File: src/rtl/fkvt_pkg.sv
// Package for the fixed-capacity key/value table.
// Holds default sizes, field widths, operation codes, state codes and the cell command.
// No dependencies.
package fkvt_pkg;

  localparam int CAPACITY_DEF   = 64;
  localparam int KEY_BITS_DEF   = 32;
  localparam int VALUE_BITS_DEF = 32;

  localparam int KIND_BITS  = 3;
  localparam int RANK_BITS  = 6;
  localparam int COUNT_BITS = 7;

  typedef enum logic [KIND_BITS-1:0] {
    KIND_INSERT = 3'd0,
    KIND_UPDATE = 3'd1,
    KIND_UPSERT = 3'd2,
    KIND_ERASE  = 3'd3,
    KIND_LOOKUP = 3'd4,
    KIND_RANK   = 3'd5
  } kind_t;

  typedef enum logic [3:0] {
    ST_IDLE = 4'b0001,
    ST_CMP  = 4'b0010,
    ST_DEC  = 4'b0100,
    ST_DONE = 4'b1000
  } state_t;

  // What the row of cells does in the apply cycle.
  typedef struct packed {
    logic upd;  // matching cell takes the new value
    logic ins;  // cells above the new key shift up, new pair enters
    logic ers;  // matching cell and those above take their upper neighbor
  } cell_cmd_t;

endpackage

File: src/rtl/fkvt_cell.sv
// One slot of the sorted key/value row: holds a pair, compares it to the
// operation key and shifts to or from its neighbors. Depends on fkvt_pkg.
module fkvt_cell
  import fkvt_pkg::*;
#(
  parameter int KEY_BITS   = KEY_BITS_DEF,
  parameter int VALUE_BITS = VALUE_BITS_DEF
) (
  input  logic                  clk,
  input  logic                  cmp_en,
  input  logic                  occupied,
  input  logic [KEY_BITS-1:0]   cmp_key,
  input  cell_cmd_t             cmd,
  input  logic [VALUE_BITS-1:0] new_value,
  input  logic                  prev_gt,
  input  logic [KEY_BITS-1:0]   prev_key,
  input  logic [VALUE_BITS-1:0] prev_value,
  input  logic [KEY_BITS-1:0]   next_key,
  input  logic [VALUE_BITS-1:0] next_value,
  output logic [KEY_BITS-1:0]   key,
  output logic [VALUE_BITS-1:0] value,
  output logic                  gt,
  output logic                  eq
);

  logic [KEY_BITS-1:0]   key_r;
  logic [VALUE_BITS-1:0] val_r;
  logic                  gt_r;
  logic                  eq_r;

  // An empty slot counts as greater than any key, so the flags along the
  // row always read 0..0 1..1.
  always_ff @(posedge clk) begin
    if (cmp_en) begin
      gt_r <= !occupied || (key_r > cmp_key);
      eq_r <= occupied && (key_r == cmp_key);
    end
  end

  always_ff @(posedge clk) begin
    if (cmd.upd && eq_r) begin
      val_r <= new_value;
    end else if (cmd.ins && gt_r) begin
      if (prev_gt) begin
        key_r <= prev_key;
        val_r <= prev_value;
      end else begin
        key_r <= cmp_key;
        val_r <= new_value;
      end
    end else if (cmd.ers && (gt_r || eq_r)) begin
      key_r <= next_key;
      val_r <= next_value;
    end
  end

  assign key   = key_r;
  assign value = val_r;
  assign gt    = gt_r;
  assign eq    = eq_r;

endmodule

File: config.mk
export PLATFORM = sky130hd
export DESIGN_NAME = fkvt_cell
export DESIGN_NICKNAME = d
export VERILOG_FILES = /design/src/rtl/fkvt_pkg.sv /design/src/rtl/fkvt_cell.sv
export SDC_FILE = /design/constraint.sdc
export NUM_CORES = 1
export LEC_CHECK = 0
export ABC_AREA = 1
export BUFFER_PORTS_ARGS = -buffer_cell sky130_fd_sc_hd__buf_2
export CAP_MARGIN = 40
export CORE_MARGIN = 3
export CORE_UTILIZATION = 40
export CTS_CLUSTER_SIZE = 25
export DETAILED_ROUTE_END_ITERATION = 8
export GPL_ROUTABILITY_DRIVEN = 0
export GPL_TIMING_DRIVEN = 0
export PLACE_DENSITY_LB_ADDON = 0.2
export SETUP_SLACK_MARGIN = 0.15
export SYNTH_ARGS = -nofsm -noshare
export SYNTH_HDL_FRONTEND = slang
export SYNTH_SLANG_ARGS = --single-unit
File: constraint.sdc
create_clock -name clk -period 2.6 [get_ports clk]
set_input_delay 0.13 -clock clk [delete_from_list [all_inputs] [get_ports clk]]
set_output_delay 0.13 -clock clk [all_outputs]
set_load 0.02 [all_outputs]
### Word level (Yosys, flattened, before mapping)

Cells that the tools add are included.
W data, S select, Z words.

* order comparisons: 1
* equal/unequal tests: 1
* multiplexer cells: 7
* bitwise operators: 1
* reductions and logical operators: 10

Operators with widths (count)
* $mux W32: 7
* $eq A32 B32 Y1: 1
* $gt A32 B32 Y1: 1
* $logic_and A1 B1 Y1: 4
* $reduce_bool A3 Y1: 1
* $logic_or A1 B1 Y1: 2
* $reduce_and A2 Y1: 1
* $reduce_bool A2 Y1: 1
* $logic_not A1 Y1: 1
* $not A1 Y1: 1

* register bits: 66
* bits of input ports: 199
* output and inout bits: 66
* logic and storage cells: 24

### Longest topological paths before layout

* depth in word-level cells: 5
* mapped depth: 13
* gate-level depth less buffers: 13

### Least setup slack after synthesis

OpenSTA, ideal clock, no wires.

* path kind: reg2reg
* start point: register gt_r, in the netlist gt
* end point: register key_r[0], in the netlist key[0], enable pin
* arrival: 2.271 ns
* path slack: -0.092 ns
* cell stages (with the launch flop): 6
* path buffers: 1
* period minus slack after synthesis: 2.692 ns
* cell sequence: edfxtp_1 -> nand2_2 -> inv_2 -> buf_2 -> o22ai_1 -> nor2_1

* word-level cells in the longest chain between the ends: 4
* elaborated cells on any way between the ends: 5
* those cells by class: 5 x reduce/logical

Ends and longest elaborated chain
* start, declared: line fkvt_cell.sv:28 `logic gt_r;`
* start signal, assigned: line fkvt_cell.sv:35 `gt_r <= !occupied || (key_r > cmp_key);`
* $logic_or A1 B1 Y1: line fkvt_cell.sv:51 `end else if (cmd.ers && (gt_r || eq_r)) begin`
* $logic_and A1 B1 Y1: line fkvt_cell.sv:51
* $reduce_bool A2 Y1 (no source line) (*)
* $reduce_and A2 Y1 (no source line) (*)
* end signal, assigned: line fkvt_cell.sv:45 `key_r <= prev_key;`
* end signal, assigned: line fkvt_cell.sv:48 `key_r <= cmp_key;`
* end signal, assigned: line fkvt_cell.sv:52 `key_r <= next_key;`
* end, declared: line fkvt_cell.sv:26 `logic [KEY_BITS-1:0] key_r;`

Every way passes the cells marked *; elsewhere a longest branch is shown, timed or not.
A chain may end at the register's enable or synchronous reset.

### Final worst setup path

* start point: register gt_r, in the netlist gt
* end point: register val_r[25], in the netlist value[25], enable pin

* word-level cells in the longest chain between the ends: 3
* elaborated cells on any way between the ends: 4
* those cells by class: 4 x reduce/logical

Ends and longest elaborated chain
* $logic_or A1 B1 Y1: line fkvt_cell.sv:51
* $logic_and A1 B1 Y1: line fkvt_cell.sv:51
* $reduce_bool A3 Y1 (no source line) (*)
* end signal, assigned: line fkvt_cell.sv:46 `val_r <= prev_value;`
* end signal, assigned: line fkvt_cell.sv:49 `val_r <= new_value;`
* end signal, assigned: line fkvt_cell.sv:53 `val_r <= next_value;`
* end, declared: line fkvt_cell.sv:27 `logic [VALUE_BITS-1:0] val_r;`

Marks and branches as above.

==> results.sh <==
export IMPL_status="complete, no violations"
export IMPL_tritoncts="yes"
export IMPL_p_leak_nw=3.11
export IMPL_clk_latency_ns=0.34
export IMPL_tns_ns=0
export IMPL_min_delay_start="next_key[19]"
export IMPL_crit_chain="nand2_2 -> inv_2 -> buf_2 -> o22ai_1 -> nand2_1 -> buf_16"
export IMPL_post_route_util=0.581
export IMPL_coreArea_um2=10400
export IMPL_grt_max_degree=19
export IMPL_rows=37
export IMPL_drive_gt1_frac=0.400
export IMPL_cp_slowest_cell="nand2_1"
export IMPL_syn_inst=505
export IMPL_design_die_area_um2=12100
export IMPL_final_area_um2=6050
export IMPL_worst_pin_slew_ns=0.768
export IMPL_grt_overflow_total=0
export IMPL_fin_total_pwr_mw=3.11
export IMPL_cts_buffers=9
export IMPL_synth_area_leader_cell="edfxtp_1"
export IMPL_rr_worst_depth=6
export IMPL_crit_type="reg2reg"
export IMPL_cts_num_sinks=66
export IMPL_area_delta_synth_final_pct=40.3
export IMPL_reg2reg_slack_ns=0.40
export IMPL_multi_input_area_um2=1850
export IMPL_clock_path_buffers=2
export IMPL_syn_area_um2=4310
export IMPL_routed_wl_um=14100
export IMPL_die_y_um=110
export IMPL_hpwl_um=11400
export IMPL_die_w_um=110
export IMPL_seq_area_um2=1980
export IMPL_post_route_min_period_ns=2.20
export IMPL_critPathMaxStageDelay_ns=0.54
export IMPL_crit_fanout=18
export IMPL_drt_iter0_drc=337
export IMPL_boundaryPins=265
export IMPL_fin_ws_ns=0.397
export IMPL_slew_headroom=0.486
export IMPL_ant_nets=0
export IMPL_synth_seq_cells=66
export IMPL_root_buffer="clkbuf_8"
export IMPL_avgSynthCellArea_um2=8.53
export IMPL_syn_nets=736
export IMPL_yosysSeqAreaShare=0.460
export IMPL_r2r_end="value[25]$_DFFE_PP_"
export IMPL_place_ws_ns=0.358
export IMPL_port_buffer_count=264
export IMPL_setup_viol=0
export IMPL_hold_viol=0
export IMPL_cp_data_arrival_time_ns=2.29
export IMPL_mostFrequentLayoutCell="buf_2"
export IMPL_ys_top_cells_by_area="edfxtp_1 (46%), a21oi_1 (13%), ha_1 (9.3%)"
export IMPL_fin_nets=1014
export IMPL_fmax_ghz=0.454
export IMPL_initial_core_util=0.414
export IMPL_worst_clock_skew_ns=0.0100
export IMPL_powerDensity_nw_per_um2=514
export IMPL_nFillCells=983
export IMPL_vias_per_cell=5.01
export IMPL_diodes=0
export IMPL_wl_per_cell_um=15.3
export IMPL_ys_types=23
export IMPL_required_ns=2.69
export IMPL_track_usage=0.220
export IMPL_drc=0
export IMPL_post_dp_cell_area_um2=5860
export IMPL_final_cell_mix="buf_2 (283), a21oi_1 (110), inv_1 (74)"
export IMPL_drv_slew=0
export IMPL_detail_route_first_pass_iterations=4
export IMPL_min_period_over_period=0.847
export IMPL_ir_drop_v=0.000283
export IMPL_endpoint_kind="register"
export IMPL_htreeDepth=3
export IMPL_critPathLaunchType="register"
export IMPL_rsz0062_at_grt="no"
export IMPL_cts_resized=0
export IMPL_r2r_start="gt$_DFFE_PP_"
export IMPL_path_clk_slew_ns=0.08
export IMPL_grt_pass1_wl_um=20600
export IMPL_synth_top_area_frac=0.460
export IMPL_yosys_warnings=0
export IMPL_grt_pass1_vias=4536
export IMPL_hold_path_depth=3
export IMPL_cap_viol_max_count=0
export IMPL_antenna_found_initial=0
export IMPL_worstHoldEndpoint="key[19]$_DFFE_PP_"
export IMPL_hp_class="in2reg"
export IMPL_vias=4626
==> cell families after synthesis <==
kind of cell / share of synthesized area
AOI/OAI and AO/OA: 0.222
and+or+nand+nor: 0.112
buffers and inverters: 0.113
DFF: 0.460
adders and majority gates: 0.0929
==> per-layer routing <==
metal	wire length, um	global-route usage
met5	0	0
met4	323	0.0873
met3	1050	0.0470
met2	7050	0.389
met1	5710	0.258
==> state kept, by name, indices dropped and copies added, names as in the netlist <==
register / cells
eq: 1
gt: 1
key: 32
value: 32
==> worst max-delay path by stage <==
stage | startpoint | end | slack, ns | cells after the start
after floorplan | gt$_DFFE_PP_ | key[0]$_DFFE_PP_ | 0.43 | 5
after global placement | gt$_DFFE_PP_ | key[30]$_DFFE_PP_ | -0.01 | 5
after detailed placement | gt$_DFFE_PP_ | value[30]$_DFFE_PP_ | 0.36 | 6
after CTS | gt$_DFFE_PP_ | value[25]$_DFFE_PP_ | 0.35 | 6
after global routing | gt$_DFFE_PP_ | value[25]$_DFFE_PP_ | 0.27 | 6
final | gt$_DFFE_PP_ | value[25]$_DFFE_PP_ | 0.40 | 6
==> stage by stage <==
| stage | hold slack, ns | cells |
|---|---|---|
| after global placement | 0.350 | 905 |
| after detailed placement | 0.350 | 907 |
| after CTS | 0.0951 | 923 |
| after floorplan | 0.242 | 505 |
| final | 0.112 | 923 |
| after global routing | 0.111 | 923 |
==> area by class of cell <==
cell class,instances,area share
Tap cell,136,0.0281
Clock inverter,5,0.00766
Multi-Input combinational cell,334,0.306
Clock buffer,10,0.0211
Buffer,30,0.0337
Inverter,75,0.0466
Sequential cell,66,0.328
Timing Repair Buffer,267,0.229
==> power breakdown <==
part | total [mW] | switching, mW | internal [mW]
Combinational | 0.925 | 0.548 | 0.377
Clock | 0.823 | 0.395 | 0.427
Sequential | 1.36 | 0.0415 | 1.32
==> critical path, delay by kind of cell (launching register included) <==
kind | cells | cell delay (ns)
AND/OR/NAND/NOR | 2 | 0.66
buffers and inverters | 3 | 0.58
flip-flops | 1 | 0.44
AO/OA/AOI/OAI | 1 | 0.27
==> timing repair <==
item | 4_1_cts | 5_1_grt
buffers inserted | 0 | 0
hold endpoints to repair | 2 | 0
hold buffers | 1 | 0
==> synth_stat cells (all sizes together) <==
cell type	number
a21o	1
nand3	2
ha	32
o21a	1
buf	30
nor3	3
nor2	44
nand4	2
edfxtp	66
o21ai	34
inv	75
nand2	71
a21oi	111
o22ai	33
Power figures use the tool's default switching activity.
